**config.mk**
```make
export PLATFORM = sky130hd
export DESIGN_NAME = lrd_ctrl
export DESIGN_NICKNAME = d
export VERILOG_FILES = /design/src/rtl/core/line_raster_with_depth_unit_macros.svh /design/src/rtl/core/lrd_pkg.sv /design/src/rtl/core/lrd_ctrl.sv
export SDC_FILE = /design/constraint.sdc
export NUM_CORES = 1
export LEC_CHECK = 0
export ABC_AREA = 1
export BUFFER_PORTS_ARGS = -buffer_cell sky130_fd_sc_hd__buf_2
export CAP_MARGIN = 0
export CORE_AREA = 2 2 39 41
export CTS_CLUSTER_SIZE = 25
export DETAILED_ROUTE_END_ITERATION = 7
export DIE_AREA = 0 0 41 43
export SETUP_SLACK_MARGIN = 0.3
export SYNTH_ARGS = -nofsm -noshare
export SYNTH_HDL_FRONTEND = slang
export SYNTH_SLANG_ARGS = --single-unit
```
**constraint.sdc**
```tcl
create_clock -name clk -period 0.8 [get_ports clk]
set_input_delay 0.12 -clock clk [delete_from_list [all_inputs] [get_ports clk]]
set_output_delay 0.12 -clock clk [all_outputs]
set_load 0.005 [all_outputs]
```
**src/rtl/core/line_raster_with_depth_unit_macros.svh**
```systemverilog
// Assertion helpers for the top-level file that checks this block.
// Both sample on the rising edge of clk and stay quiet while rst is high.
`ifndef LINE_RASTER_WITH_DEPTH_UNIT_MACROS_SVH
`define LINE_RASTER_WITH_DEPTH_UNIT_MACROS_SVH

// Same-cycle implication.
`define LRD_ASSERT_IMPL(lbl, ante, cons) \
  lbl: assert property (@(posedge clk) disable iff (rst) (ante) |-> (cons)) \
    else $error("same-cycle check failed");

// Next-cycle implication.
`define LRD_ASSERT_NEXT(lbl, ante, cons) \
  lbl: assert property (@(posedge clk) disable iff (rst) (ante) |=> (cons)) \
    else $error("next-cycle check failed");

`endif

```
**src/rtl/core/lrd_pkg.sv**
```systemverilog
`default_nettype none

package lrd_pkg;

  localparam int COORD_BITS   = 12;
  localparam int SPAN_BITS    = COORD_BITS + 1;
  localparam int INC_BITS     = COORD_BITS + 2;
  localparam int DEC_BITS     = COORD_BITS + 4;
  localparam int DEPTH_BITS   = 32;
  localparam int DIFF_BITS    = DEPTH_BITS + 1;
  localparam int COLOR_BITS   = 24;
  localparam int DIV_CNT_BITS = $clog2(DIFF_BITS);

  localparam logic MODE_LOAD = 1'b0;
  localparam logic MODE_STEP = 1'b1;

  typedef enum logic [1:0] {
    OCT_SHALLOW_UP = 2'd0,
    OCT_SHALLOW_DN = 2'd1,
    OCT_STEEP_UP   = 2'd2,
    OCT_STEEP_DN   = 2'd3
  } lrd_oct_t;

  typedef struct packed {
    logic load;
    logic step;
  } lrd_cmd_t;

  typedef struct packed {
    logic active;
    logic div_done;
  } lrd_stat_t;

endpackage

`default_nettype wire

```
**src/rtl/core/lrd_ctrl.sv**
```systemverilog
`default_nettype none

module lrd_ctrl
  import lrd_pkg::*;
(
  input  wire logic      clk,
  input  wire logic      rst,
  input  wire logic      in_valid,
  input  wire logic      in_mode,
  input  wire logic      out_ready,
  input  wire lrd_stat_t stat,
  output logic           in_ready,
  output logic           out_valid,
  output lrd_cmd_t       cmd
);

  typedef enum logic [1:0] {
    ST_RUN = 2'b01,
    ST_DIV = 2'b10
  } lrd_state_t;

  lrd_state_t state, state_next;
  logic       in_fire;

  // take a word only in the run state, when the output register is free or draining
  assign in_ready = (state == ST_RUN) && (!out_valid || out_ready);
  assign in_fire  = in_valid && in_ready;
  assign cmd.load = in_fire && (in_mode == MODE_LOAD);
  assign cmd.step = in_fire && (in_mode == MODE_STEP) && stat.active;

  always_comb begin
    state_next = state;
    unique case (state)
      ST_RUN: if (cmd.load) state_next = ST_DIV;
      ST_DIV: if (stat.div_done) state_next = ST_RUN;
      default: state_next = ST_RUN;
    endcase
  end

  always_ff @(posedge clk) begin
    if (rst) begin
      state     <= ST_RUN;
      out_valid <= 1'b0;
    end else begin
      state <= state_next;
      if (cmd.step) begin
        out_valid <= 1'b1;
      end else if (out_ready) begin
        out_valid <= 1'b0;
      end
    end
  end

endmodule

`default_nettype wire

```
=== Word-level counts from Yosys, hierarchy flattened ===
Index checks and enable logic that the tools add are counted.

* Logic and storage cells: 21
* Input bits: 7
* Register bits after elaboration: 3
* Output and inout bits: 4

* Reduce and logical (&&, ||, !) cells: 9
* Equality and inequality tests: 4
* Bitwise gates (word level): 1
* Muxes and demuxes: 5

{| class="wikitable"
|+ Operators with widths
! cell !! count
|-
| 1-bit logical AND || 5
|-
| 2-bit two-way mux || 2
|-
| 2-bit != test (second input constant) || 2
|-
| 2-bit case mux with 2 select lines || 1
|-
| 2-bit by 1-bit == test with 1-bit output (second input constant) || 1
|-
| 2-bit == test (second input constant) || 1
|-
| 1-bit two-way mux || 2
|-
| 2-bit AND reduction || 1
|-
| 2-bit nonzero test || 1
|-
| 1-bit zero test || 1
|-
| 1-bit logical OR || 1
|-
| 1-bit NOT || 1
|}

=== Longest topological paths before layout ===
* Word-level depth: 7
* Mapped depth: 6

=== Least setup slack after synthesis ===
OpenSTA, ideal clock, no wires.

* Kind: register to register
* Start point: register state[0]
* End point: register state[0]
* Cell stages (with the launch flop): 6
* Required time: 683 ps
* Setup time: 117 ps
* Clock period less this slack: 748 ps
* Arrival: 631 ps
* Setup slack: 52 ps
* Path through: dfxtp_1 > inv_2 > nor2_4 > nand4_2 > nand2_2 > nand2_2

* Word-level cells in the longest chain between the ends: 6
* Elaborated cells on any way between the ends: 9
* Classes of those cells: eq/ne (4); mux (1); reduce/logical (4)

{| class="wikitable"
|+ Ends and longest elaborated chain
! element !! line !! text
|-
| start: declaration || lrd_ctrl.sv:22 || <nowiki>lrd_state_t state, state_next;</nowiki>
|-
| start signal: assignment || lrd_ctrl.sv:45 || <nowiki>state <= state_next;</nowiki>
|-
| 2-bit by 1-bit == test with 1-bit output || lrd_ctrl.sv:26, lrd_ctrl.sv:33 ||
|-
| 1-bit logical AND || lrd_ctrl.sv:26 || <nowiki>assign in_ready = (state == ST_RUN) && (!out_valid || out_ready);</nowiki>
|-
| 1-bit logical AND || lrd_ctrl.sv:27 || <nowiki>assign in_fire = in_valid && in_ready;</nowiki>
|-
| 1-bit logical AND || lrd_ctrl.sv:28 || <nowiki>assign cmd.load = in_fire && (in_mode == MODE_LOAD);</nowiki>
|-
| 2-bit != test (no source line) || -- ||
|-
| 2-bit AND reduction (no source line) || -- ||
|}

Several ways; a longest one is shown, not always the timed one.
A chain may end at the register's enable or synchronous reset.

==> impl_metrics.toml <==
[routing]
drt_iter0_drc = 0
dr.pass1.iters = 1
drc = 0
wl_um = 394
routedWlPerCell_um = 7.577
viasPerCell = 3.462
drtAntennaViolNets = 0
routed-via-count = 180

[sta]
worstMarginPinSlew_ns = 0.1255
holdWs_ns = 0.05126
fin_skew_ns = 0.0006446
fin_crit_ns = 1.093
maxSlewHeadroom_pct = 91.61
final_max_slew_viol_count = 0
fin_crit_sh_pct = 136.6
fin_ws_ns = -0.2927
fmax_mhz = 915.1
rsz0062_at_grt = "true"
finalHoldViolCount = 0
setup_viol = 5

[power_and_ir_drop]
p_per_area_nw_per_um2 = 1747
leakage_uw = 0.0001820
peakVddDrop_v = 0.0004439
power_uw = 507.1

[synthesis]
synthSimpleGateAreaFrac_pct = 41.54
synth_top_area_cell = "dfxtp_1"
syn_inst = 21
synthXorXnorAreaFrac_pct = 0
synth-seq-area-share_pct = 36.92
synth_compound_area_share_pct = 3.077
avgSynthCellArea_um2 = 7.746
synth_nets = 28
synthArstFlopShare_pct = 0
ys.flop_type = "dfxtp_1"
synth_most_common_cell = "inv_1"
synth_area_um2 = 162.7
synth_top_family_by_area = "simple AND/OR/NAND/NOR gates"
synth_mux_area_share_pct = 0
synthDominantCellAreaShare_pct = 36.92
synth_edf_count = 0
synth_cell_types = 11
synth-seq-cells = 3
synth_commonest_cells = "inv_1, dfxtp_1, nand2_2"
ys_top_cells_by_area = "dfxtp_1, inv_1, nand2_2"
synthAdderAreaFrac_pct = 0
ys_warn_count = 0

[run_status]
violations = "setup timing"
outcome = "finished, violations left"

[floorplan]
io_pins = 11
die_height_um = 43
core_um2 = 1384
die_width_um = 41
num_rows = 14
initial_core_util_pct = 11.75
die_area_um2 = 1763

[clock_tree]
cts_max_level = 1
clock_latency_ns = 0.23
clk_pin_slew_ns = 0.04
cts_tree = "yes"
clk_path_buf_depth = 2
cts_buffers = 3
cts_sinks = 3
cts_root_buffer = "clkbuf_4"

[final_layout]
stdcell_count = 52
fin_nets = 44
synthToLayoutAreaGrowth_pct = 78.46
fillCellCount = 163
antenna_cells = 0
layout-drive-gt1-share_pct = 69.44

[worst_setup_path]
cp-start-kind = "flop"
crit_type = "reg -> out"
required_ns = 0.68
end_kind = "output pin"
worstPathMaxFanout = 3
r2r_start = "state[0]"
startpoint = "state[0]"
cp.arrival_ns = 0.97

[placement]
placed_cells = 47
io_buffer_count = 10
gp_congestion = 0.6100
hpwl_um = 310.5

[global_route]
gr-total-overflow = 0
grt_pass1_vias = 195
antenna_found_initial = 0
gr-usage-all-layers_pct = 6.212
grt_start_max_net_pins = 5
grt_pass1_wl_um = 621

[min_path]
min_from = "rst"
hp-class = "in -> reg"

[run]
drv_cap = 0
## cell type report
class | count | area [um^2] | area share [%]
sequential | 3 | 63.81 | 21.98
inverter | 8 | 30.03 | 10.34
clock buffer | 4 | 26.28 | 9.052
timing repair buffer | 11 | 67.56 | 23.28
multi-input combinational | 10 | 82.58 | 28.45
tap | 16 | 20.02 | 6.897
## sequential cells by signal (all words and copies together) (netlist names)
register / cells
state: 2
out_valid: 1
## report_power, final
part | switching, uW | leakage, uW | total [uW] | internal, uW
registers | 5.08 | 0.0000250 | 163 | 158
logic | 35.4 | 0.000142 | 78.8 | 43.4
clock network | 78.0 | 0.0000150 | 265 | 187
total | 118 | 0.000182 | 507 | 389
## metal layers
metal  track usage [%]  part of all wire (%)  vias to the layer above
met2             8.438                    57                        6
met3             3.141                   9.1                        2
met1             4.473                    31                       82
li1                  -                     -                       90
met4             10.00                   2.3                        0
met5                 0                     0                        -
## cells in the final DEF (no fill, tap or decap)
cell type	netlist	final
nor2_4	1	1
nand2_1	1	1
inv_1	6	6
a21oi_1	1	1
nand3b_1	1	1
clkbuf_1	0	1
nand2_4	0	2
clkbuf_4	0	3
buf_6	0	2
nand2_2	3	1
dfxtp_2	0	3
nand4_1	1	1
buf_2	0	9
nand4_2	1	1
and2_2	1	1
inv_2	2	2
## what timing repair did
action                                  CTS  global route
hold buffers                              0             0
pin swaps                                 1             0
endpoints found under the setup margin    7             7
resized for setup                         0             4
gates cloned                              0             0
setup buffers                             1             0
## path summary, 6_finish.rpt
| kind | to | slack [ns] | cells past startpoint |
|---|---|---|---|
| setup reg to reg | state[0] | -0.09 | 6 |
| hold / removal | out_valid | 0.05 | 2 |
| hold reg to reg | out_valid | 0.49 | 2 |
| setup / recovery | cmd[0] | -0.29 | 5 |
## logic make-up (layout without fill, tap and decap cells)
family | count (synthesis) | after routing
flip-flops | 3 | 3
AO/OA/AOI/OAI | 1 | 1
buffers and inverters | 8 | 23
AND/OR/NAND/NOR | 9 | 9
## stage by stage
step | setup TNS (ns) | utilization, % | area (um^2) | setup slack (ns)
after detailed placement | -0.08599 | 17.09 | 236.5 | -0.04821
after global routing | -1.346 | 20.98 | 290.3 | -0.3917
final | -0.9629 | 20.98 | 290.3 | -0.2927
after CTS | -1.024 | 19.53 | 270.3 | -0.3038
after floorplan | 0 | - | 166.4 | 0.05733
after global placement | -0.04505 | 17.09 | 236.5 | -0.02200
## worst max-delay path, cell delays in order (launching register included)
cell and delay, ns:
dfxtp_2 0.31, inv_2 0.04, nor2_4 0.09, nand4_1 0.12, inv_1 0.08, buf_2 0.10
Power figures use the tool's default switching activity.
