**src/rtl/core/line_raster_with_depth_unit_macros.svh**
```systemverilog
// Assertion helpers for the top-level file that checks this block.
// Both sample on the rising edge of clk and stay quiet while rst is high.
`ifndef LINE_RASTER_WITH_DEPTH_UNIT_MACROS_SVH
`define LINE_RASTER_WITH_DEPTH_UNIT_MACROS_SVH

// Same-cycle implication.
`define LRD_ASSERT_IMPL(lbl, ante, cons) \
  lbl: assert property (@(posedge clk) disable iff (rst) (ante) |-> (cons)) \
    else $error("same-cycle check failed");

// Next-cycle implication.
`define LRD_ASSERT_NEXT(lbl, ante, cons) \
  lbl: assert property (@(posedge clk) disable iff (rst) (ante) |=> (cons)) \
    else $error("next-cycle check failed");

`endif

```
**src/rtl/core/lrd_pkg.sv**
```systemverilog
`default_nettype none

package lrd_pkg;

  localparam int COORD_BITS   = 12;
  localparam int SPAN_BITS    = COORD_BITS + 1;
  localparam int INC_BITS     = COORD_BITS + 2;
  localparam int DEC_BITS     = COORD_BITS + 4;
  localparam int DEPTH_BITS   = 32;
  localparam int DIFF_BITS    = DEPTH_BITS + 1;
  localparam int COLOR_BITS   = 24;
  localparam int DIV_CNT_BITS = $clog2(DIFF_BITS);

  localparam logic MODE_LOAD = 1'b0;
  localparam logic MODE_STEP = 1'b1;

  typedef enum logic [1:0] {
    OCT_SHALLOW_UP = 2'd0,
    OCT_SHALLOW_DN = 2'd1,
    OCT_STEEP_UP   = 2'd2,
    OCT_STEEP_DN   = 2'd3
  } lrd_oct_t;

  typedef struct packed {
    logic load;
    logic step;
  } lrd_cmd_t;

  typedef struct packed {
    logic active;
    logic div_done;
  } lrd_stat_t;

endpackage

`default_nettype wire

```
**src/rtl/core/lrd_div.sv**
```systemverilog
`default_nettype none

// Restoring signed divide, one quotient bit per cycle, truncating toward zero.
module lrd_div
  import lrd_pkg::*;
(
  input  wire logic                         clk,
  input  wire logic                         rst,
  input  wire logic                         start,
  input  wire logic signed [DIFF_BITS-1:0]  dividend,
  input  wire logic        [SPAN_BITS-1:0]  divisor,
  output logic                              done,
  output logic             [DEPTH_BITS-1:0] quotient
);

  logic                    busy;
  logic [DIV_CNT_BITS-1:0] cnt;
  logic [DIFF_BITS-1:0]    q;
  logic [SPAN_BITS-1:0]    rem;
  logic [SPAN_BITS-1:0]    dvs;
  logic                    neg;

  logic [SPAN_BITS:0]      shifted;
  logic [SPAN_BITS:0]      trial;
  logic [DIFF_BITS-1:0]    q_signed;

  assign shifted  = {rem, q[DIFF_BITS-1]};
  assign trial    = shifted - {1'b0, dvs};
  assign q_signed = neg ? (~q + DIFF_BITS'(1)) : q;
  assign quotient = q_signed[DEPTH_BITS-1:0];

  always_ff @(posedge clk) begin
    if (rst) begin
      busy <= 1'b0;
      done <= 1'b0;
      cnt  <= '0;
    end else begin
      done <= 1'b0;
      if (start) begin
        busy <= 1'b1;
        cnt  <= '0;
      end else if (busy) begin
        cnt <= cnt + DIV_CNT_BITS'(1);
        if (cnt == DIV_CNT_BITS'(DIFF_BITS - 1)) begin
          busy <= 1'b0;
          done <= 1'b1;
        end
      end
    end
  end

  always_ff @(posedge clk) begin
    if (start) begin
      neg <= dividend[DIFF_BITS-1];
      q   <= dividend[DIFF_BITS-1] ? $unsigned(-dividend) : $unsigned(dividend);
      rem <= '0;
      dvs <= divisor;
    end else if (busy) begin
      // keep the trial remainder when it did not go negative
      if (!trial[SPAN_BITS]) begin
        rem <= trial[SPAN_BITS-1:0];
        q   <= {q[DIFF_BITS-2:0], 1'b1};
      end else begin
        rem <= shifted[SPAN_BITS-1:0];
        q   <= {q[DIFF_BITS-2:0], 1'b0};
      end
    end
  end

endmodule

`default_nettype wire

```
**config.mk**
```make
export PLATFORM = sky130hd
export DESIGN_NAME = lrd_div
export DESIGN_NICKNAME = d
export VERILOG_FILES = /design/src/rtl/core/line_raster_with_depth_unit_macros.svh /design/src/rtl/core/lrd_pkg.sv /design/src/rtl/core/lrd_div.sv
export SDC_FILE = /design/constraint.sdc
export NUM_CORES = 1
export LEC_CHECK = 0
export BUFFER_PORTS_ARGS = -buffer_cell sky130_fd_sc_hd__buf_4
export CAP_MARGIN = 20
export CORE_MARGIN = 2
export CORE_UTILIZATION = 51
export CTS_CLUSTER_DIAMETER = 50
export DETAILED_ROUTE_END_ITERATION = 8
export GPL_ROUTABILITY_DRIVEN = 0
export GPL_TIMING_DRIVEN = 0
export PLACE_DENSITY = 0.84
export SYNTH_ARGS = -nofsm -noshare
export SYNTH_HDL_FRONTEND = slang
export SYNTH_SLANG_ARGS = --single-unit
```
**constraint.sdc**
```tcl
create_clock -name clk -period 3.5 [get_ports clk]
set_input_delay 0.875 -clock clk [delete_from_list [all_inputs] [get_ports clk]]
set_output_delay 0.875 -clock clk [all_outputs]
set_load 0.02 [all_outputs]
```
# Word-level counts from Yosys, hierarchy flattened
# Cells that the tools add are included.
[classes] n_addsub=4 n_eq_ne=1 n_mux=10 bitwise_logic=2 n_reduce_logical=3
[ops] operator="33-bit two-way mux" count=3
[ops] operator="33-bit negator" count=1
[ops] operator="32-bit by 1-bit adder with 32-bit output (second input constant)" count=1
[ops] operator="32-bit two-way mux" count=1
[ops] operator="32-bit inverter" count=1
[ops] operator="14-bit by 13-bit subtractor with 14-bit output" count=1
[ops] operator="13-bit two-way mux" count=1
[ops] operator="6-bit by 1-bit adder with 6-bit output (second input constant)" count=1
[ops] operator="6-bit == test (second input constant)" count=1
[ops] operator="1-bit two-way mux" count=5
[ops] operator="3-bit OR reduction" count=1
[ops] operator="2-bit nonzero test" count=1
[ops] operator="2-bit OR reduction" count=1
[ops] operator="1-bit inverter" count=1
[totals] register_bits=68 in_bits=49

# Depth between registers and ports, before layout
[logic_depth] depth_word=4 depth_mapped=11 mapped_depth_nobuf=10

# Least setup slack after synthesis
# OpenSTA, ideal clock, no wires.
[synth_timing] path_kind="register -> output" startpoint="reg q[0]" endpoint="out quotient[30]" arrival_ns=2.859 path_slack_ns=-0.234 path_stages_with_launch=10 path_buffers=0 cell_sequence="edfxtp_1 inv_1 ha_1 or2b_2 or4_4 nand2b_4 or4_4 or3_4 o41ai_4 xnor2_1"
[synth_between] elab_chain_len=3
[synth_rtl] element="from (decl)" line_no="lrd_div.sv:18" rtl="logic [DIFF_BITS-1:0] q;"
[synth_rtl] element="from (signal assigned)" line_no="lrd_div.sv:55" rtl="q <= dividend[DIFF_BITS-1] ? $unsigned(-dividend) : $unsigned(dividend);"
[synth_rtl] element="from (signal assigned)" line_no="lrd_div.sv:62" rtl="q <= {q[DIFF_BITS-2:0], 1'b1};"
[synth_rtl] element="from (signal assigned)" line_no="lrd_div.sv:65" rtl="q <= {q[DIFF_BITS-2:0], 1'b0};"
[synth_rtl] element="32-bit inverter" line_no="lrd_div.sv:29" rtl="assign q_signed = neg ? (~q + DIFF_BITS'(1)) : q;"
[synth_rtl] element="32-bit by 1-bit adder with 32-bit output" line_no="lrd_div.sv:29"
[synth_rtl] element="32-bit two-way mux" line_no="lrd_div.sv:29"
[synth_rtl] element="to (decl)" line_no="lrd_div.sv:13" rtl="output logic [DEPTH_BITS-1:0] quotient"
# No other way between the ends.

# Worst setup path after layout
# Same ends and word-level chain as after synthesis.

==> results_dict.tcl <==
set metrics [dict create \
    die_area_mm2 0.009991 \
    fin_area_mm2 0.005956 \
    critPathCaptureType "primary output" \
    wl_per_cell_um 17.11 \
    synth_area_leaders "edfxtp_1, dfxtp_1, xnor2_1" \
    holdWs_ns 0.4856 \
    die_h_um 99.96 \
    async_flop_share_pct 0 \
    num_rows 35 \
    path_class "reg2out" \
    grt_max_degree 34 \
    core_mm2 0.009065 \
    r2r_setup_slack_ns 0.26 \
    maxCapViolCount 0 \
    grt_pass1_vias 4346 \
    synthToLayoutAreaGrowth_pct 26.83 \
    clock-sinks 68 \
    cts_tree "built" \
    finalHoldViolCount 0 \
    startpoint_type "flip-flop" \
    clock.fmax_mhz 233.2 \
    power.internal_mw 1.634 \
    synth_top_cell_by_area "edfxtp_1" \
    setup_tns_ns -6.124 \
    synth_top_family_by_area "simple AND/OR/NAND/NOR gates" \
    status "complete, but fails checks" \
    overflow 0 \
    worst-r2r-cell-count 9 \
    hpwl_mm 9.008 \
    cts-root-buf "clkbuf_8" \
    hold_path.class "reg2reg" \
    utilization_pct 65.70 \
    antennaDiodeCount 0 \
    sw_frac_of_total_pct 34.60 \
    yosysSeqAreaShare_pct 39.01 \
    numCtsBuffers 9 \
    seqPwrFrac_pct 41.5 \
    synthMuxAreaShare_pct 2.105 \
    via_count 4404 \
    synthXorXnorAreaFrac_pct 13.62 \
    drt_iter0_drc 226 \
    peakVddDrop_mv 0.2413 \
    setup_viol 12 \
    synth_area_mm2 0.004696 \
    place_ws_ns -0.4881 \
    detailed_place.area_mm2 0.005477 \
    die_w_um 99.96 \
    synth_cell_types 55 \
    clk_path_buf_depth 2 \
    min_period_over_period_pct 122.5 \
    timing.rr.start "rem[7]" \
    tightest_slew_ns 0.9640 \
    synth-simple-area-share_pct 18.97 \
    port_buffers 81 \
    min_period_ns 4.288 \
    ant_nets 0 \
    antenna_found_initial 0 \
    synth_enable_flop_cells 47 \
    synth_seq_cells 68 \
    regToRegEndpoint "rem[10]" \
    clock_latency_ns 0.37 \
    drc_errors 0 \
    grt_pass1_wl_mm 19.85 \
    grt_usage_pct 25.27 \
    yosysWarnings 0 \
    synth-main-ff-cell "edfxtp_1" \
    required_ns 2.62 \
    finalClockSkew_ns 0.01201 \
    path_clk_slew_ns 0.08 \
    detail_route.first_pass.iterations 5 \
    syn-instance-count 516 \
    grt_setup_unrepaired "yes" \
    finalWirelength_mm 12.71 \
    min_path_cells 2 \
    p_comb_share_pct 32.1 \
    clkPwrFrac_pct 26.4 \
    switchingPower_mw 0.8643 \
    ios 82 \
    drive_above_1_share_pct 25.00 \
    dp.cells 708 \
    min-delay-start "cnt[5]" \
    instances_no_fill 743 \
    synth_top_area_share_pct 30.06 \
    synth-compound-area-share_pct 17.11 \
    maxSlewViolCount 0 \
    cts_hold_buf 0 \
    fillCellCount 665 \
    worst-path-max-fanout 3 \
    htree_num_levels 3 \
    power_mw 2.498 \
    cp.arrival_ns 3.41 \
    yosys.area_share.adder_pct 4.956 \
    syn_nets 583 \
    setup_ws_ns -0.7878 \
    max_slew_margin_pct 35.73 \
    nets 694 \
    min_to "done" \
    p_leak_nw 2.323 \
    avgSynthCellArea_um2 9.100 \
    cellPowerDensity_mw_per_mm2 419.5 \
    vias_per_cell 5.927 \
    initial_core_util_pct 51.80 \
    violations "negative setup slack" \
]
-- worst max-delay path, stage by stage, from the launching register on --
cell      delay, ns
edfxtp_1       0.44
inv_1          0.09
ha_2           0.17
or2b_4         0.27
or4_4          0.49
nand2b_4       0.17
or4_4          0.43
or3_4          0.39
o41ai_4        0.28
xnor2_2        0.16
buf_4          0.16
-- cells by family after synthesis --
group,count (synthesis)
compound gates,124
xor+xnor,73
fa+ha+maj,18
buf+inv,52
flops,68
mux,9
simple gates,172
-- timing repair --
action                                  in CTS  in global routing
buffers inserted                            16                  4
endpoints found under the setup margin      12                 14
pin swaps                                    5                  9
gates resized for setup                     17                 12
-- metal layers --
layer / vias up / share of wire [%] / track usage (%)
met5: - / 0 / 0
met4: 0 / 2.7 / 9.800
met3: 36 / 7.6 / 5.362
met2: 209 / 51 / 44.85
met1: 2074 / 39 / 29.97
li1: 2085 / - / -
-- worst max-delay path by stage --
| stage | startpoint | end | slack (ns) | depth (start not counted) |
|---|---|---|---|---|
| after floorplan | q[6] | quotient[30] | -0.18 | 7 |
| after global placement | q[0] | quotient[30] | -0.39 | 10 |
| after detailed placement | q[0] | quotient[30] | -0.49 | 10 |
| after CTS | q[0] | quotient[30] | -0.76 | 10 |
| after global routing | q[0] | quotient[30] | -0.86 | 10 |
| final | q[0] | quotient[30] | -0.79 | 10 |
-- cells in the mapped netlist (all sizes together) (4+ instances only) --
master,count
nor2,53
buf,4
o41ai,8
nand3,7
or4,9
nand2b,7
nor3,9
clkbuf,18
o21ai,37
nand4b,4
xor2,32
mux2,7
dfxtp,21
edfxtp,47
inv,30
o31ai,17
or3,20
nand3b,5
xnor2,41
nand2,42
a21oi,37
ha,17
a311oi,7
or2,7
-- layout by cell type, fill, tap and decap left out, types with 4 or more instances in the layout --
| cell type | n |
|---|---|
| a21oi_1 | 37 |
| a311oi_1 | 7 |
| buf_4 | 98 |
| clkbuf_1 | 18 |
| clkbuf_8 | 9 |
| dfxtp_1 | 21 |
| edfxtp_1 | 47 |
| ha_1 | 16 |
| inv_1 | 30 |
| mux2_2 | 7 |
| nand2_1 | 40 |
| nand2b_1 | 6 |
| nand3_1 | 6 |
| nand3b_1 | 5 |
| nand4b_1 | 4 |
| nor2_1 | 53 |
| nor3_1 | 7 |
| o21ai_0 | 35 |
| o31ai_1 | 13 |
| o31ai_4 | 4 |
| o41ai_1 | 5 |
| or2_2 | 6 |
| or3_1 | 17 |
| or4_1 | 4 |
| or4_4 | 5 |
| xnor2_1 | 37 |
| xnor2_2 | 4 |
| xor2_1 | 32 |
-- final cells by class --
class,count,area [um2],share of cell area (%)
multi-input combinational,396,2834,47.58
sequential,68,1832,30.76
buffer,22,86.33,1.450
timing repair buffer,100,762.0,12.79
tap,111,138.9,2.332
clock inverter,7,66.31,1.113
inverter,30,112.6,1.891
clock buffer,9,123.9,2.080
-- sequential cells by signal, summed over array words and instances (netlist names) --
register / count
q: 33
dvs: 13
rem: 13
cnt: 6
busy: 1
done: 1
neg: 1
-- power by group through the flow --
stage               combinational, mW  clock [mW]  sequential, mW
detailed placement              0.747           0            1.05
floorplan                       0.490           0            1.03
global route                    0.868       0.693            1.05
finish                          0.802       0.659            1.04
global placement                0.721           0            1.05
CTS                             0.782       0.653            1.03
(Power assumes the default switching activity.)
