File: config.mk
export PLATFORM = sky130hd
export DESIGN_NAME = lrd_datapath
export DESIGN_NICKNAME = d
export VERILOG_FILES = /design/src/rtl/core/line_raster_with_depth_unit_macros.svh /design/src/rtl/core/lrd_pkg.sv /design/src/rtl/core/lrd_datapath.sv
export SDC_FILE = /design/constraint.sdc
export NUM_CORES = 1
export LEC_CHECK = 0
export ABC_AREA = 1
export BUFFER_PORTS_ARGS = -buffer_cell sky130_fd_sc_hd__clkbuf_2
export CORE_MARGIN = 3
export CORE_UTILIZATION = 38
export DETAILED_ROUTE_END_ITERATION = 10
export PLACE_DENSITY_LB_ADDON = 0.2
export SLEW_MARGIN = 20
export SYNTH_ARGS = -nofsm -noshare
export SYNTH_HDL_FRONTEND = slang
export SYNTH_SLANG_ARGS = --single-unit
File: constraint.sdc
create_clock -name clk -period 8.5 [get_ports clk]
set_clock_uncertainty 0.15 [all_clocks]
set_input_delay 0.425 -clock clk [delete_from_list [all_inputs] [get_ports clk]]
set_output_delay 0.425 -clock clk [all_outputs]
set_load 0.01 [all_outputs]
File: src/rtl/core/line_raster_with_depth_unit_macros.svh
// Assertion helpers for the top-level file that checks this block.
// Both sample on the rising edge of clk and stay quiet while rst is high.
`ifndef LINE_RASTER_WITH_DEPTH_UNIT_MACROS_SVH
`define LINE_RASTER_WITH_DEPTH_UNIT_MACROS_SVH

// Same-cycle implication.
`define LRD_ASSERT_IMPL(lbl, ante, cons) \
  lbl: assert property (@(posedge clk) disable iff (rst) (ante) |-> (cons)) \
    else $error("same-cycle check failed");

// Next-cycle implication.
`define LRD_ASSERT_NEXT(lbl, ante, cons) \
  lbl: assert property (@(posedge clk) disable iff (rst) (ante) |=> (cons)) \
    else $error("next-cycle check failed");

`endif

File: src/rtl/core/lrd_pkg.sv
`default_nettype none

package lrd_pkg;

  localparam int COORD_BITS   = 12;
  localparam int SPAN_BITS    = COORD_BITS + 1;
  localparam int INC_BITS     = COORD_BITS + 2;
  localparam int DEC_BITS     = COORD_BITS + 4;
  localparam int DEPTH_BITS   = 32;
  localparam int DIFF_BITS    = DEPTH_BITS + 1;
  localparam int COLOR_BITS   = 24;
  localparam int DIV_CNT_BITS = $clog2(DIFF_BITS);

  localparam logic MODE_LOAD = 1'b0;
  localparam logic MODE_STEP = 1'b1;

  typedef enum logic [1:0] {
    OCT_SHALLOW_UP = 2'd0,
    OCT_SHALLOW_DN = 2'd1,
    OCT_STEEP_UP   = 2'd2,
    OCT_STEEP_DN   = 2'd3
  } lrd_oct_t;

  typedef struct packed {
    logic load;
    logic step;
  } lrd_cmd_t;

  typedef struct packed {
    logic active;
    logic div_done;
  } lrd_stat_t;

endpackage

`default_nettype wire

File: src/rtl/core/lrd_datapath.sv
`default_nettype none

module lrd_datapath
  import lrd_pkg::*;
(
  input  wire logic                         clk,
  input  wire logic                         rst,
  input  wire lrd_cmd_t                     cmd,
  input  wire logic signed [COORD_BITS-1:0] start_x,
  input  wire logic signed [COORD_BITS-1:0] start_y,
  input  wire logic signed [DEPTH_BITS-1:0] start_depth,
  input  wire logic signed [COORD_BITS-1:0] end_x,
  input  wire logic signed [COORD_BITS-1:0] end_y,
  input  wire logic signed [DEPTH_BITS-1:0] end_depth,
  input  wire logic        [COLOR_BITS-1:0] line_color,
  input  wire logic                         div_done,
  input  wire logic        [DEPTH_BITS-1:0] div_quotient,
  output logic signed      [DIFF_BITS-1:0]  div_dividend,
  output logic             [SPAN_BITS-1:0]  div_divisor,
  output logic                              active,
  output logic signed      [COORD_BITS-1:0] pixel_x,
  output logic signed      [COORD_BITS-1:0] pixel_y,
  output logic signed      [DEPTH_BITS-1:0] pixel_depth,
  output logic             [COLOR_BITS-1:0] pixel_color,
  output logic                              last_pixel
);

  // line state
  lrd_oct_t                 octant;
  logic signed [COORD_BITS-1:0] cur_x, cur_y, stop_coord;
  logic signed [DEC_BITS-1:0]   decision;
  logic signed [INC_BITS-1:0]   inc_a, inc_b;
  logic        [DEPTH_BITS-1:0] depth_acc, depth_step;
  logic        [COLOR_BITS-1:0] held_color;

  // load setup
  logic                         swap;
  logic signed [COORD_BITS-1:0] x0, y0, x1, y1;
  logic signed [DEPTH_BITS-1:0] z0, z1;
  logic signed [SPAN_BITS-1:0]  dx, dy, ady, span;
  logic signed [DEC_BITS-1:0]   dx_d, dy_d, d_init;
  logic signed [INC_BITS-1:0]   a_init, b_init;
  logic                         shallow, rising;
  lrd_oct_t                     oct_init;

  // step
  logic signed [DEC_BITS-1:0]   a_ext, b_ext, d_next;
  logic signed [COORD_BITS-1:0] x_next, y_next, major;
  logic                         last;

  assign swap = end_x < start_x;
  assign x0   = swap ? end_x : start_x;
  assign y0   = swap ? end_y : start_y;
  assign z0   = swap ? end_depth : start_depth;
  assign x1   = swap ? start_x : end_x;
  assign y1   = swap ? start_y : end_y;
  assign z1   = swap ? start_depth : end_depth;

  assign dx      = SPAN_BITS'(x1) - SPAN_BITS'(x0);
  assign dy      = SPAN_BITS'(y1) - SPAN_BITS'(y0);
  assign ady     = dy[SPAN_BITS-1] ? -dy : dy;
  assign shallow = dx >= ady;
  assign rising  = !dy[SPAN_BITS-1];
  assign dx_d    = DEC_BITS'(dx);
  assign dy_d    = DEC_BITS'(dy);
  assign a_init  = signed'({dy, 1'b0});
  assign b_init  = -signed'({dx, 1'b0});

  always_comb begin
    if (shallow) begin
      span     = dx;
      oct_init = rising ? OCT_SHALLOW_UP : OCT_SHALLOW_DN;
      d_init   = rising ? ((dy_d <<< 1) - dx_d) : ((dy_d <<< 1) + dx_d);
    end else begin
      span     = rising ? dy : -dy;
      oct_init = rising ? OCT_STEEP_UP : OCT_STEEP_DN;
      d_init   = rising ? (dy_d - (dx_d <<< 1)) : ((dx_d <<< 1) - dy_d);
    end
  end

  assign div_divisor  = $unsigned(span) + SPAN_BITS'(1);
  assign div_dividend = DIFF_BITS'(z1) - DIFF_BITS'(z0);

  assign a_ext = DEC_BITS'(inc_a);
  assign b_ext = DEC_BITS'(inc_b);
  assign major = (octant == OCT_SHALLOW_UP || octant == OCT_SHALLOW_DN) ? cur_x : cur_y;
  assign last  = major == stop_coord;

  always_comb begin
    x_next = cur_x;
    y_next = cur_y;
    d_next = decision;
    case (octant)
      OCT_SHALLOW_UP: begin
        if (decision > 0) begin
          y_next = cur_y + COORD_BITS'(1);
          d_next = decision + a_ext + b_ext;
        end else begin
          d_next = decision + a_ext;
        end
        x_next = cur_x + COORD_BITS'(1);
      end
      OCT_SHALLOW_DN: begin
        if (decision < 0) begin
          y_next = cur_y - COORD_BITS'(1);
          d_next = decision + a_ext - b_ext;
        end else begin
          d_next = decision + a_ext;
        end
        x_next = cur_x + COORD_BITS'(1);
      end
      OCT_STEEP_UP: begin
        if (decision < 0) begin
          x_next = cur_x + COORD_BITS'(1);
          d_next = decision + a_ext + b_ext;
        end else begin
          d_next = decision + b_ext;
        end
        y_next = cur_y + COORD_BITS'(1);
      end
      default: begin
        if (decision > 0) begin
          x_next = cur_x + COORD_BITS'(1);
          d_next = decision + a_ext - b_ext;
        end else begin
          d_next = decision - b_ext;
        end
        y_next = cur_y - COORD_BITS'(1);
      end
    endcase
  end

  always_ff @(posedge clk) begin
    if (rst) begin
      active <= 1'b0;
    end else if (cmd.load) begin
      active <= 1'b1;
    end else if (cmd.step && last) begin
      active <= 1'b0;
    end
  end

  always_ff @(posedge clk) begin
    if (cmd.load) begin
      octant     <= oct_init;
      cur_x      <= x0;
      cur_y      <= y0;
      stop_coord <= shallow ? x1 : y1;
      decision   <= d_init;
      inc_a      <= a_init;
      inc_b      <= b_init;
      depth_acc  <= $unsigned(z0);
      held_color <= line_color;
    end else if (cmd.step) begin
      cur_x     <= x_next;
      cur_y     <= y_next;
      decision  <= d_next;
      depth_acc <= depth_acc + depth_step;
    end
    if (div_done) begin
      depth_step <= div_quotient;
    end
  end

  // output register, loaded with the pixel before the advance
  always_ff @(posedge clk) begin
    if (cmd.step) begin
      pixel_x     <= cur_x;
      pixel_y     <= cur_y;
      pixel_depth <= signed'(depth_acc);
      pixel_color <= held_color;
      last_pixel  <= last;
    end
  end

endmodule

`default_nettype wire
---- After elaboration in Yosys (flattened, before gate mapping) ----
Index checks and enable logic that the tools add are counted.
word-level totals
  word-level logic and storage cells ...... 91
  output and inout bits ................... 128
  bits of input ports ..................... 173
  register bits after elaboration ......... 251
cells by class
  order comparisons ....................... 4
  multiplexer cells ....................... 37
  reductions and logical operators ........ 9
  add/sub/neg operators ................... 19
  equal/unequal tests ..................... 6
operators by type and width
  cell                                                             number
  2-to-1 mux 12 bit                                                14
  2-to-1 mux 16 bit                                                9
  2-to-1 mux 32 bit                                                4
  adder 16 x 14 -> 16 bit                                          3
  case mux 16 bit (3 select lines)                                 1
  case mux 12 bit (3 select lines)                                 1
  subtractor 32 x 32 -> 33 bit                                     1
  adder 32 bit                                                     1
  subtractor 16 x 14 -> 16 bit                                     2
  subtractor 14 x 13 -> 15 bit                                     2
  2-to-1 mux 13 bit                                                2
  subtractor 12 x 12 -> 13 bit                                     2
  adder 12 x 2 -> 12 bit (second input constant)                   2
  case mux 12 bit (2 select lines)                                 1
  greater-than comparator 16 x 1 -> 1 bit (second input constant)  1
  less-than comparator 16 x 1 -> 1 bit (second input constant)     1
  adder 14 x 13 -> 15 bit                                          1
  subtractor 13 x 14 -> 15 bit                                     1
  negator 14 bit                                                   1
  adder 13 x 1 -> 13 bit (second input constant)                   1
  >= comparator 13 bit                                             1
  negator 13 bit                                                   1
  equality test 12 bit                                             1
  less-than comparator 12 bit                                      1
  other kinds (14)                                                 20

---- Depth between registers and ports, before layout ----
Gate-level depths: netlist of the first run.
  word-level depth ........................ 8
  gate-level depth with buffers ........... 50
  gate-level depth less buffers ........... 48

---- Worst setup path after synthesis of the first run ----
OpenSTA, ideal clock, no wires.
  path kind ............................... input -> output
  start ................................... input start_x[10]
  end ..................................... output div_divisor[8]
  slack ................................... 2428 ps
  required time ........................... 7925 ps
  cell stages on the path ................. 42
  arrival ................................. 5497 ps
  buffers on the path ..................... 3
  cells stage by stage .................... inv_1 > ha_1 > nand2_1 > inv_2 > nand2_4 > nor2_4 > nand2_2 > nand3_1 > nand2_1 > nand2_2 > buf_6 > buf_6 > nand2_1 > nand2_1 > nand2_2 > ha_1 > inv_1 > ha_1 > [... 6 more ...] > nand2_1 > nor3_1 > nand2_1 > ha_1 > nand2_1 > nor3_1 > o21ai_0 > o2111ai_1 > nand2_1 > nand2_1 > inv_1 > buf_2 > nand3_1 > and2_1 > ha_1 > nand4_1 > nor3_2 > xor2_1
between the ends
  cells in the longest elaborated chain, start to end .. 8
  elaborated cells on any way between the ends .. 12
  classes of those cells .................. add/sub: 4; order compare: 2; mux: 6
RTL lines
  element                               RTL line                                RTL
  start, declared                       lrd_datapath.sv:9                       input wire logic signed [COORD_BITS-1:0] start_x,
  less-than comparator 12 bit (*)       lrd_datapath.sv:51                      assign swap = end_x < start_x;
  2-to-1 mux 12 bit (on tied branches)  lrd_datapath.sv:56, lrd_datapath.sv:53
  subtractor 12 x 12 -> 13 bit (*)      lrd_datapath.sv:60                      assign dy = SPAN_BITS'(y1) - SPAN_BITS'(y0);
  named net dy[1]                       lrd_datapath.sv:40                      logic signed [SPAN_BITS-1:0] dx, dy, ady, span;
  negator 13 bit                        lrd_datapath.sv:61, lrd_datapath.sv:75
  2-to-1 mux 13 bit (*)                 lrd_datapath.sv:61, lrd_datapath.sv:75
  >= comparator 13 bit                  lrd_datapath.sv:62                      assign shallow = dx >= ady;
  2-to-1 mux 13 bit (*)                 lrd_datapath.sv:70                      if (shallow) begin
  adder 13 x 1 -> 13 bit (*)            lrd_datapath.sv:81                      assign div_divisor = $unsigned(span) + SPAN_BITS'(1);
  end, declared                         lrd_datapath.sv:19                      output logic [SPAN_BITS-1:0] div_divisor,
Mark *: on every way through the listed nets, which the timed path passes. The rest lies on a longest branch.

---- Final worst setup path of the first run ----
  start ................................... input start_x[10]
  end ..................................... output div_divisor[10]
Same word-level chain as after synthesis.

==> metrics, run 1 <==
vias in the first global route=19754; Final Critical Period=7.65 ns; CP peak stage delay=0.49 ns; Setup crit end kind=primary output; fraction of layout cells with a size suffix above 1=13.3%; crit-path most repeated cell=nand2_1; Vias per Instance=5.27; Final Cycle Share=90.0%; final hold violations=0; Final ANT Viol Nets=0; cells after synthesis=2803; top cell type's share of synthesized area=33.9%; syn avg cell area=7.83 µm²; Final HPWL DP=60700 µm; RSZ-0062 raised after global routing=no; # nets final=3521; Clock Sinks=249; clk slew on worst S/H paths=0.05 ns; drt first-iter violations=1791; core area=56800 µm²; Root Buffer Master=clkbuf_16; routed len/inst=19.3 µm; Sum Neg Setup Slack=0 ns; vias=20673; worst slack, placed=0.757 ns; die area=60700 µm²; Mapped Area=21900 µm²; Post-synth EDFFs=248; global-route usage over all layers=24.1%; leading area contributor after synthesis=edfxtp_1; critical path type=input pin to primary output; crit path DAT=7.08 ns; TritonCTS clock tree=yes; row cnt=87; total power=9.44 mW; Routed WL=75500 µm; crit path launch type=input pin; Syn. warnings=0; status=finished, final reports clean; antenna violations before repair=4; part of the Yosys area used for sequential elements=34.0%; clock buffer count from CTS=28; CP max FO=78; leakage=12.1 nW; worst slew pin tran=0.976 ns; cell family with most CP delay=simple AND/OR/NAND/NOR gates; Post-synth ARST share=0%; Synth Register Bits=249; IO Port Bufs=300; Final Max Tran Viols=0; max_cap viols=0; maximum VDD drop=186 µV; Main synth FF type=edfxtp_1; top post-synthesis cells by area=edfxtp_1 (34%), ha_1 (11%), nand2_1 (11%); # diodes=0; drt drc=0; Setup Viol. Count Final=0; Die X=246 µm; Rel. slew slack=34.4%; Cells after DPL=3811; global-route wire length before repair=114000 µm; # fillers=5666; grt ovf=0; Initial Util=38.6%; Finished Layout Cells=3920; # H-tree levels=1; largest net degree at the start of global routing=79; HP Class=input pin to flip-flop; fmax=131 MHz; Synth-to-Final Area Change=17.2%; critical path required time=7.93 ns; power density over the cells=367 nW/µm²; gpl congestion=0.943; Distinct cells, synth=63; Hold WS=0.159 ns; Final WS setup=0.846 ns; flop2flop setup slack=3.61 ns; io pins=301; Die Ht=246 µm; drt pass-1 iters=6; Crit path buffers/inverters=9; clock buffer depth=3; post-synth net total=3182; Slowest cell on crit path=inv_1; clock latency at the later pin of the worst-skew pair=0.58 ns
==> synthesized netlist by cell type (46+ instances only) <==
cell,instances
inv_1,323
xor2_1,136
o21ai_0,212
edfxtp_1,248
mux2i_1,49
o21ai_1,46
a21oi_1,212
nand2_1,624
xnor2_1,50
nand3_1,140
ha_1,197
nor2_1,230
==> flip-flops by register name (all words and copies together), names as in the netlist, 13 cells and up <==
name,count
depth_acc,32
depth_step,32
pixel_depth,32
held_color,24
pixel_color,24
decision,16
inc_b,13
==> logic make-up (layout without fill, tap and decap cells) <==
kind of cell	after synthesis	in the layout	synth area share, %
buffers and inverters	402	763	7.37
and+or+nand+nor	1089	1089	20.7
DFF	249	249	34.0
xor gates and xnor gates	191	191	7.79
AOI/OAI and AO/OA	617	617	15.8
muxes	49	49	2.23
adders and majority gates	206	206	12.1
==> worst register-to-register path: cells and delay by family (launching register included) <==
family	cells	cell delay (ns)
simple gates	16	1.61
fa+ha+maj	3	1.11
flops	1	0.49
compound gates	7	1.04
xor+xnor	1	0.15
buf+inv	1	0.09
==> where the power goes <==
part	switching [mW]	internal, mW
logic	4.00	2.13
registers	0.257	1.79
clock network	0.520	0.735
==> routing by layer <==
layer  wire length (µm)  vias to the layer above  track usage, %
li1                   -                    10199               -
met4               1840                        2            6.37
met1              35700                     9566            36.2
met5                 20                        -               0
met2              31900                      820            36.1
met3               6130                       86            3.64
==> what timing repair did <==
action	in CTS	in global routing
gates resized for setup	0	1
hold endpoints to repair	57	0
buffers inserted	0	0
hold buffers	57	0
setup endpoints to repair	0	6
==> per-stage QoR <==
| stage | instance area, µm² | utilization (%) |
|---|---|---|
| final | 25700 | 45.3 |
| after detailed placement | 24200 | 42.6 |
| after floorplan | 21900 | - |
| after global routing | 25700 | 45.3 |
| after CTS | 25700 | 45.2 |
| after global placement | 24200 | 42.6 |
==> cell type report <==
type | instances | area [µm²] | share of cell area (%)
Timing Repair Buffer | 373 | 2200 | 8.54
Clock inverter | 18 | 231 | 0.900
Multi-Input combinational cell | 2152 | 12900 | 50.1
Inverter | 338 | 1270 | 4.93
Clock buffer | 34 | 723 | 2.81
Tap cell | 756 | 946 | 3.68
Sequential cell | 249 | 7470 | 29.0
==> placed cells by master, fill, tap and decap left out, drive strengths merged, types with 18 or more instances in the layout <==
cell type	instances
clkbuf	332
o21bai	19
ha	197
xor2	141
dlygate4sd3	57
edfxtp	248
nor2	237
a31oi	23
nand3	143
nor3	22
mux2i	49
o21ai	261
buf	18
a21oi	214
inv	339
nand4	21
nand2	638
xnor2	50
==> final timing paths <==
check,cells after the start,from,to
max,42,start_x[10],div_divisor[10]
min,1,cmd[0],pixel_depth[30]$_DFFE_PP_
max reg2reg,28,decision[1]$_DFFE_PP_,decision[14]$_DFFE_PP_
min reg2reg,0,held_color[16]$_DFFE_PP_,pixel_color[16]$_DFFE_PP_
No activity file was read; power rests on OpenSTA's default activity.
==> run 2: changes to the inputs <==
--- a/config.mk
+++ b/config.mk
@@ -6,6 +6,7 @@
 export NUM_CORES = 1
 export LEC_CHECK = 0
 export ABC_AREA = 1
+export ABC_CLOCK_PERIOD_IN_PS = 8150
 export BUFFER_PORTS_ARGS = -buffer_cell sky130_fd_sc_hd__clkbuf_2
 export CORE_MARGIN = 3
 export CORE_UTILIZATION = 38
==> constraint.sdc (replaced) <==
create_clock -name clk -period 8.15 [get_ports clk]
set_clock_uncertainty 0.15 [all_clocks]
set_input_delay 0.4075 -clock clk [delete_from_list [all_inputs] [get_ports clk]]
set_output_delay 0.4075 -clock clk [all_outputs]
set_load 0.01 [all_outputs]
==> run 2 against run 1 <==
Core utilization barely moved. Flip-flop and latch count did not move. Routed wire length rose by 0.91%. Critical endpoint is now div_divisor[12]. Highest routed layer unchanged.
==> metrics, run 2 (synthesis gave the netlist of run 1 again) <==
commonest non-fill, non-tap cell in the layout=nand2_1; Rel. slew slack=32.8% (-1.6 points); Initial Util=38.6% (unchanged); critical path required time=7.59 ns (-0.34 ns); total power=9.80 mW (+3.9%); most frequent cells in the layout=nand2_1 (623), inv_1 (321), clkbuf_2 (298), edfxtp_1 (248), nor2_1 (230); Setup crit end kind=primary output; Final Cycle Share=90.3%; core area=56800 µm² (unchanged); fmax=136 MHz; clock buffer depth=3 (unchanged); leakage=12.1 nW (about the same); Crit path buffers/inverters=8 (-1); CP max FO=37 (-53%); HP Start=cmd[1]; drt first-iter violations=1915 (+6.9%); vias in the first global route=19511 (-1.2%); max_cap viols=0 (unchanged); RSZ-0062 raised after global routing=no; Sum Neg Setup Slack=0 ns (unchanged); RR Startpoint=decision[1]$_DFFE_PP_; clk slew on worst S/H paths=0.07 ns (+0.02 ns); gpl congestion=0.971 (+2.9%); Clock Sinks=249 (unchanged); Routed WL=76200 µm (+0.91%); Die Ht=246 µm (unchanged); largest net degree at the start of global routing=66 (-16%); power density over the cells=382 nW/µm² (+4.0%); maximum VDD drop=198 µV (+6.4%); die area=60700 µm² (unchanged); vias=20873 (+0.97%); global-route wire length before repair=114000 µm (-0.25%); drt drc=0 (unchanged); cell family with most CP delay=simple AND/OR/NAND/NOR gates; clock buffer count from CTS=27 (-3.6%); # H-tree levels=1 (unchanged); critical path type=input pin to primary output; io pins=301 (unchanged); crit path DAT=6.80 ns (-0.28 ns); Vias per Instance=5.32 (+0.84%); worst slew pin tran=1.00 ns (+0.0238 ns); IO Port Bufs=300 (unchanged); Final Max Tran Viols=0 (unchanged); # fillers=5744 (+1.4%); fraction of layout cells with a size suffix above 1=13.5% (+0.18 points); crit-path most repeated cell=nand2_1; TritonCTS clock tree=yes; routed len/inst=19.4 µm (+0.78%); Die X=246 µm (unchanged); Slowest cell on crit path=ha_1; grt ovf=0 (unchanged); Critical Path Start=start_x[9]; Final ANT Viol Nets=0 (unchanged); global-route usage over all layers=24.2% (+0.059 points); CP peak stage delay=0.43 ns (-0.06 ns); Final Critical Period=7.36 ns; Setup Viol. Count Final=0 (unchanged); Root Buffer Master=clkbuf_16; HP Class=input pin to flip-flop; antenna violations before repair=7 (+3); largest registers=depth_acc x32, depth_step x32, pixel_depth x32; row cnt=87 (unchanged); Synth-to-Final Area Change=17.0% (about the same); crit path launch type=input pin; # nets final=3525 (+0.11%); clock latency at the later pin of the worst-skew pair=0.57 ns (about the same); drt pass-1 iters=5 (-1); final hold violations=0 (unchanged); Final HPWL DP=61600 µm (+1.4%); status=finished, final reports clean
## run 2: cell count changes in the layout (fill, tap and decap cells not counted), sizes merged
cell      delta
bufinv       -1
clkbuf       -4
buf          +5
clkinvlp     +2
diode        +3
## run 2: stage by stage
stage / hold WS (ns) / std cells / utilization, % / setup slack (ns) / instance area [µm²]
after floorplan: 0.250 / 2803 / - / 2.11 / 21900
after global placement: 0.251 / 3816 / 42.6 / 0.930 / 24200
after detailed placement: 0.255 / 3816 / 42.6 / 0.708 / 24200
after CTS: 0.0666 / 3922 / 45.2 / 0.705 / 25700
after global routing: 0.0824 / 3923 / 45.2 / 0.0468 / 25700
final: 0.0900 / 3925 / 45.2 / 0.789 / 25700
## run 2: worst paths after layout
path	slack, ns	to	depth (start not counted)
worst max register to register	3.23	decision[14]$_DFFE_PP_	28
worst max-delay path	0.79	div_divisor[12]	42
worst min-delay path	0.09	inc_a[2]$_DFFE_PP_	1
worst min register to register	0.27	pixel_color[14]$_DFFE_PP_	0
## run 2: what timing repair did
action	4_1_cts	5_1_grt
setup endpoints to repair	0	6
resized for setup	0	1
hold endpoints to repair	57	0
hold buffers	57	0
buffers inserted	0	0
## run 2: where the power goes
part / internal, mW / switching [mW] / total, mW
Sequential: 1.87 / 0.269 / 2.14
Clock: 0.709 / 0.535 / 1.24
Combinational: 2.24 / 4.19 / 6.43
Total: 4.81 / 4.99 / 9.80
## run 2: cell type report
cell class	count	area (µm²)	share of cell area (%)
antenna	3	7.51	0.0292
clock buffer	30	687	2.67
clock inverter	19	199	0.774
inverter	338	1270	4.95
multi-input combinational	2152	12900	50.1
sequential	249	7470	29.1
tap	756	946	3.68
timing repair buffer	378	2230	8.70
## run 2: per-layer routing
metal / up-vias / part of all wire, % / GRT usage, %
li1: 10213 / - / -
met1: 9700 / 48 / 36.1
met2: 836 / 41 / 35.3
met3: 118 / 8.0 / 4.34
met4: 6 / 3.1 / 7.37
met5: - / 0.060 / 0
## run 2: worst reg2reg max path, delay by kind of cell, from the launching register on
kind	cells	cell delay, ns
AOI/OAI and AO/OA	7	1.04
xor gates and xnor gates	1	0.18
adders and majority gates	3	1.09
buffers and inverters	1	0.10
DFF	1	0.50
and+or+nand+nor	16	1.62
